$ cat config.mk
export PLATFORM = sky130hd
export DESIGN_NAME = sorted_priority_queue
export DESIGN_NICKNAME = d
export VERILOG_FILES = /design/src/sv/spq_pkg.sv /design/src/sv/spq_cell.sv /design/src/sv/sorted_priority_queue.sv
export SDC_FILE = /design/constraint.sdc
export NUM_CORES = 2
export LEC_CHECK = 0
export BUFFER_PORTS_ARGS = -buffer_cell sky130_fd_sc_hd__buf_2
export CAP_MARGIN = 20
export CORE_UTILIZATION = 50
export CTS_BUF_LIST = sky130_fd_sc_hd__clkbuf_16
export DETAILED_ROUTE_END_ITERATION = 7
export GPL_TIMING_DRIVEN = 0
export PLACE_DENSITY = 0.73
export REMOVE_ABC_BUFFERS = 1
export SLEW_MARGIN = 20
export SYNTH_ARGS = -nofsm -noshare
export SYNTH_HDL_FRONTEND = slang
export SYNTH_SLANG_ARGS = --single-unit
$ cat constraint.sdc
create_clock -name clk -period 12.5 [get_ports clk]
set_input_delay 2.5 -clock clk [delete_from_list [all_inputs] [get_ports clk]]
set_output_delay 2.5 -clock clk [all_outputs]
set_load 0.02 [all_outputs]
$ cat src/sv/spq_pkg.sv
// shared types and constants for the sorted priority queue
`default_nettype none

package spq_pkg;

	// queue geometry and field widths
	localparam int DEPTH = 16;
	localparam int CNT_W = $clog2(DEPTH + 1);
	localparam int VAL_W = 32;
	localparam int PRI_W = 16;
	localparam int OCC_W = 5;

	// operation codes
	localparam logic KIND_INSERT = 1'b0;
	localparam logic KIND_REMOVE = 1'b1;

	// result status codes
	typedef enum logic [1:0] {
		ST_DONE  = 2'd0,
		ST_EMPTY = 2'd1,
		ST_FULL  = 2'd2
	} status_t;

	// one stored entry
	typedef struct packed {
		logic signed [VAL_W-1:0] value;
		logic signed [PRI_W-1:0] prio;
	} entry_t;

	// per-cycle control broadcast to every cell
	typedef struct packed {
		logic ins;
		logic rem;
	} cell_ctrl_t;

endpackage

`default_nettype wire

$ cat src/sv/spq_cell.sv
// one slot of the sorted chain: holds an entry and shifts toward either neighbor
`default_nettype none

module spq_cell (
	input  wire                      clk,
	input  wire spq_pkg::cell_ctrl_t ctrl,
	input  wire                      occ,
	input  wire spq_pkg::entry_t     new_entry,
	input  wire spq_pkg::entry_t     left_entry,
	input  wire                      left_keep,
	input  wire spq_pkg::entry_t     right_entry,
	output spq_pkg::entry_t          entry,
	output logic                     keep
);

	spq_pkg::entry_t entry_q;
	spq_pkg::entry_t entry_d;

	// an occupied slot with a strictly smaller priority stays in place on insert
	assign keep = occ && (entry_q.prio < new_entry.prio);

	// next entry: hold, take the new item, or shift from a neighbor
	always_comb begin
		entry_d = entry_q;
		if (ctrl.ins) begin
			if (keep) begin
				entry_d = entry_q;
			end else if (left_keep) begin
				entry_d = new_entry;
			end else begin
				entry_d = left_entry;
			end
		end else if (ctrl.rem) begin
			entry_d = right_entry;
		end
	end

	always_ff @(posedge clk) begin
		entry_q <= entry_d;
	end

	assign entry = entry_q;

endmodule

`default_nettype wire

$ cat src/sv/sorted_priority_queue.sv
// top level of the sorted priority queue built as a chain of slot cells
`default_nettype none

// Bounded priority queue of (value, priority) pairs, smallest priority at the head.
// Command channel: an item (kind, value, priority_req) is taken at a rising edge
// with start high and busy low. kind selects insert or remove of the head entry.
// Result channel: exactly one result per item, shown for one cycle with done high,
// in the cycle right after the item is taken. status flags a remove on an empty
// queue or an insert into a full queue; both leave the queue unchanged. The head
// entry, head_valid and occupancy describe the queue after the item.
// Throughput: one item per cycle; busy is always low. Every slot compares the new
// priority against its own and shifts in the same cycle, so the handling of an item
// does not grow with the depth. Equal priorities place the newer entry first.
// Reset clears the entry count and the result strobe; slot contents are not
// cleared and are never shown. The receiver cannot stall, so results are
// presented once and must be taken as they appear.

module sorted_priority_queue (
	input  wire                                 clk,
	input  wire                                 arst_n,
	input  wire                                 start,
	output logic                                busy,
	input  wire                                 kind,
	input  wire signed [spq_pkg::VAL_W-1:0]     value,
	input  wire signed [spq_pkg::PRI_W-1:0]     priority_req,
	output logic                                done,
	output logic       [1:0]                    status,
	output logic signed [spq_pkg::VAL_W-1:0]    head_value,
	output logic signed [spq_pkg::PRI_W-1:0]    head_priority,
	output logic                                head_valid,
	output logic       [spq_pkg::OCC_W-1:0]     occupancy
);

	logic                          accept;
	logic                          is_full;
	logic                          is_empty;
	spq_pkg::cell_ctrl_t           ctrl;
	spq_pkg::status_t              status_d;
	spq_pkg::status_t              status_q;
	logic                          done_q;
	logic [spq_pkg::CNT_W-1:0]     count_q;
	spq_pkg::entry_t               new_entry;
	spq_pkg::entry_t               cell_entry [spq_pkg::DEPTH];
	logic                          cell_keep  [spq_pkg::DEPTH];

	assign busy     = 1'b0;
	assign accept   = start && !busy;
	assign is_full  = (count_q == spq_pkg::CNT_W'(spq_pkg::DEPTH));
	assign is_empty = (count_q == '0);

	assign new_entry.value = value;
	assign new_entry.prio  = priority_req;

	// decode the item into a chain command and a status
	always_comb begin
		ctrl.ins = 1'b0;
		ctrl.rem = 1'b0;
		status_d = spq_pkg::ST_DONE;
		if (kind == spq_pkg::KIND_INSERT) begin
			if (is_full) begin
				status_d = spq_pkg::ST_FULL;
			end else begin
				ctrl.ins = accept;
			end
		end else begin
			if (is_empty) begin
				status_d = spq_pkg::ST_EMPTY;
			end else begin
				ctrl.rem = accept;
			end
		end
	end

	// chain of slots, head at index zero
	for (genvar i = 0; i < spq_pkg::DEPTH; i++) begin : g_cell
		spq_cell u_cell (
			.clk         (clk),
			.ctrl        (ctrl),
			.occ         (spq_pkg::CNT_W'(i) < count_q),
			.new_entry   (new_entry),
			.left_entry  ((i == 0) ? new_entry : cell_entry[(i == 0) ? 0 : i - 1]),
			.left_keep   ((i == 0) ? 1'b1 : cell_keep[(i == 0) ? 0 : i - 1]),
			.right_entry ((i == spq_pkg::DEPTH - 1) ? cell_entry[i]
				: cell_entry[(i == spq_pkg::DEPTH - 1) ? i : i + 1]),
			.entry       (cell_entry[i]),
			.keep        (cell_keep[i])
		);
	end

	// entry count and result strobe
	always_ff @(posedge clk or negedge arst_n) begin
		if (!arst_n) begin
			count_q <= '0;
			done_q  <= 1'b0;
		end else begin
			done_q <= accept;
			if (ctrl.ins) begin
				count_q <= count_q + 1'b1;
			end else if (ctrl.rem) begin
				count_q <= count_q - 1'b1;
			end
		end
	end

	// status travels with the strobe
	always_ff @(posedge clk) begin
		if (accept) begin
			status_q <= status_d;
		end
	end

	// result ports read the updated chain head
	assign done          = done_q;
	assign status        = status_q;
	assign head_valid    = !is_empty;
	assign head_value    = is_empty ? '0 : cell_entry[0].value;
	assign head_priority = is_empty ? '0 : cell_entry[0].prio;
	assign occupancy     = spq_pkg::OCC_W'(count_q);

	// count never passes the depth
	a_count_bound: assert property (@(posedge clk) disable iff (!arst_n)
		count_q <= spq_pkg::CNT_W'(spq_pkg::DEPTH))
		else $error("entry count above depth");

	// every accepted item yields a result in the next cycle
	a_result_follows: assert property (@(posedge clk) disable iff (!arst_n)
		accept |=> done)
		else $error("missing result after accepted item");

	// a full flag is only reported when the queue is full
	a_full_status: assert property (@(posedge clk) disable iff (!arst_n)
		(done && status_q == spq_pkg::ST_FULL) |->
		(count_q == spq_pkg::CNT_W'(spq_pkg::DEPTH)))
		else $error("full status with room left");

	// the two front slots stay in priority order
	a_head_sorted: assert property (@(posedge clk) disable iff (!arst_n)
		(count_q >= spq_pkg::CNT_W'(2)) |-> (cell_entry[0].prio <= cell_entry[1].prio))
		else $error("head slots out of order");

endmodule

`default_nettype wire
==> reports/qor_table.md <==
| Result | This run |
|:---|:---|
| Ports placed on the boundary | 110 |
| Global-route usage over all layers | 28.75% |
| Static power due to leakage | 19.90 nW |
| Worst Setup SP | priority_req[15] |
| PwrDens | 209.1 nW/µm² |
| Final wirelength | 130400 µm |
| CP startpoint kind | primary input |
| Clock transition at path regs | 60 ps |
| TritonCTS clock tree | built |
| Setup repair after global routing missed its margin | no |
| Global route overflow | 0 |
| First-pass GRT wire length | 196400 µm |
| Via count normalized by instance count | 6.404 |
| Final clock period utilization by the worst path | 51.36% |
| Yosys cell types | 67 |
| Sw Share | 36.09% |
| PostCTS Resize Cnt | 0 |
| Remaining antenna violation count | 0 |
| Initial DRC Count | 3700 |
| Root Buffer | clkbuf_16 |
| Flip-flop and latch count after synthesis | 776 |
| Largest voltage drop on the vdd net | 0.0001899 V |
| Post-layout minimum cycle time | 6420 ps |
| Least-Margin Pin Slew | 1149 ps |
| Class of the worst hold path | reg2reg |
| Initial antenna violation count | 4 |
| Vertical extent of the die | 298.7 µm |
| Quantity of hold-fixing buffers added after cts | 0 |
| Total number of vias | 33130 |
| Total power of the final layout | 10.55 mW |
| Fmax | 155.8 MHz |
| Share of the yosys chip area belonging to registers | 52.88% |
| Max Slew Vio Count | 0 |
| Placement row count | 108 |
| Cell with the most instances after synthesis | edfxtp_1 |
| Number of detailed-routing iterations run before antenna repair | 6 |
| Top area cells in the synthesized netlist | edfxtp_1 53%, mux2i_1 9.1%, ha_1 6.9%, nand2_1 5.3%, o221a_2 3.7% |
| Buffers inserted by post-CTS timing repair | 0 |
| DIE WIDTH | 298.7 µm |
| Number of CTS-inserted buffers | 87 |
| Primary flip-flop cell chosen by synthesis mapping | edfxtp_1 |
| Number of hold violations in the final report | 0 |
| Area of the core | 87020 µm² |
| Internal Dissipation | 6.745 mW |
| CP arrival | 6780 ps |
| Setup tns final | 0 ps |
| Average wire per standard cell | 25.21 µm |
| Final hold slack | 541.3 ps |
| Fraction of post-synthesis cell area in the top cell type by area | 52.54% |
| Post-Syn Area per Cell | 11.21 µm² |
| Final core utilization | 57.99% |
| Sw Pwr | 3.809 mW |
| Count of yosys warnings during synthesis | 0 |
| Status | complete, no violations |
| Layout Area Growth over Synthesis | 14.67% |
| Part of the power in combinational logic | 37.4% |
| Area of the die | 89200 µm² |
| Final weighted congestion in routability-driven placement | 0.8384 |
| Type of destination of the critical path | flop |
| Final setup viols | 0 |
| Number of synthesized flops with an enable pin | 770 |
| Reg2reg start | occupancy[2] |
| CTS H-tree lvls | 3 |
| Vias in the first global route | 32430 |
| Clk pwr share | 22.9% |
| Final Skew | 51.91 ps |
| Most frequent cells after synthesis | 770 x edfxtp_1, 626 x nand2_1, 399 x mux2i_1, 261 x o21ai_0, 243 x ha_1 |
| Layout cells sized above 1 | 15.06% |
| HPWL after detailed placement | 87050 µm |
| DRC violation count after routing | 0 |
| Initial core utilization | 50.57% |
| Mapped cell area | 44010 µm² |
| Largest net degree at the start of global routing | 50 |
| Number of clock sinks seen by CTS | 776 |
| Cell type contributing the most total cell area after synthesis | edfxtp_1 |
| Crit path max fanout | 30 |
| Max-slew headroom at the worst pin | 22.79% |
| Cell count after synthesis | 3927 |
| Flop pwr share | 39.7% |
| Max Cap Violations | 0 |
| Nets | 4243 |
| Share of async-settable or async-resettable flops after synthesis | 0.7732% |
| Required time of the critical path | 12860 ps |
| Clock Tree Buf Depth | 3 |
| Hold Startpoint | g_cell[14].u_cell.entry[39] |
| Number of port buffers | 108 |
| Critical Setup Path Class | in2reg |
| Skew-Pair Late Insertion Delay | 680 ps |
==> path summary, 6_finish.rpt <==
kind                                               end  depth (start not counted)  slack (ps)
setup / recovery            g_cell[8].u_cell.entry[25]                         11        6080
hold / removal             g_cell[15].u_cell.entry[39]                          1         540
setup reg to reg            g_cell[2].u_cell.entry[16]                          7        7520
hold reg to reg            g_cell[15].u_cell.entry[39]                          1         540
max in group asynchronous                 occupancy[1]                          1       10660
min in group asynchronous                 occupancy[3]                          1        1680
==> logic make-up (layout without fill, tap and decap cells) <==
| logic type | Yosys count | in the layout | share of synthesized area, % |
|---|---|---|---|
| AND/OR/NAND/NOR | 1168 | 1168 | 12.04 |
| flip-flops | 776 | 776 | 52.88 |
| buffers and inverters | 349 | 438 | 3.264 |
| XOR/XNOR | 3 | 3 | 0.05972 |
| other | 1 | 3 | 0.008521 |
| AO/OA/AOI/OAI | 939 | 939 | 14.51 |
| adder cells (fa/ha/maj) | 243 | 243 | 6.909 |
| multiplexers | 448 | 448 | 10.33 |
==> area by class of cell <==
cell class | instances | area, µm²
clock inverter | 69 | 414.1
sequential | 776 | 23270
clock buffer | 88 | 2202
timing repair buffer | 254 | 3381
multi-input combinational | 2802 | 19640
inverter | 27 | 101.3
tap | 1155 | 1445
fill | 7066 | 36560
antenna | 2 | 5.005
==> worst max-delay path, cell delays in order <==
cell	delay, ps
buf_2	340
inv_1	480
ha_1	510
nand4_1	260
nor4_1	420
o21ai_0	300
a31o_4	550
buf_12	290
o21ai_4	630
buf_16	250
buf_16	190
==> power by group through the flow <==
stage	Clock, mW	Combinational (mW)	Sequential [mW]
2_1_floorplan	0	2.74	4.15
3_3_place_gp	0	4.00	4.34
3_5_place_dp	0	3.87	4.22
4_1_cts	2.43	3.90	4.18
5_1_grt	2.52	4.20	4.26
6_report	2.41	3.95	4.19
==> metrics by stage <==
| stage | worst slack (ps) | std cells | cell area [µm²] |
|---|---|---|---|
| 2_1_floorplan | -21840 | 3605 | 42670 |
| 3_3_place_gp | -59860 | 4868 | 44660 |
| 3_5_place_dp | 5484 | 5014 | 47840 |
| 4_1_cts | 6160 | 5171 | 50460 |
| 5_1_grt | 6046 | 5172 | 50460 |
| 6_report | 6080 | 5173 | 50460 |
==> cells in the final DEF, fill, tap and decap left out, types with 36 or more instances in the layout <==
master / Yosys / routed
a21o_1: 55 / 53
a21oi_1: 74 / 73
mux2i_1: 399 / 399
o21ai_0: 261 / 252
nand2b_1: 161 / 161
o22ai_1: 49 / 49
ha_1: 243 / 243
inv_1: 27 / 46
buf_16: 0 / 59
o21ai_1: 169 / 168
and2_1: 49 / 48
nor2_1: 144 / 143
clkbuf_16: 0 / 88
o211ai_1: 68 / 68
buf_6: 5 / 36
nand3_1: 100 / 99
buf_2: 47 / 108
buf_8: 0 / 42
edfxtp_1: 770 / 770
o221a_2: 145 / 145
nand2_1: 626 / 618
mux2_2: 49 / 48
==> flip-flops by register name, indices dropped and copies added (netlist names) <==
| register | flops |
|---|---|
| occupancy | 5 |
| done | 1 |
| g_cell.u_cell.entry | 768 |
| status | 2 |
==> routing by layer <==
metal  part of all wire [%]  track usage (%)  vias to the layer above
met4                    3.4            10.12                        4
met5                  0.019                0                        -
met1                     40            39.67                    16190
li1                       -                -                    14880
met2                     46            45.72                     1750
met3                     10            5.024                      303
Note: power is estimated with default switching activity, not from simulation.
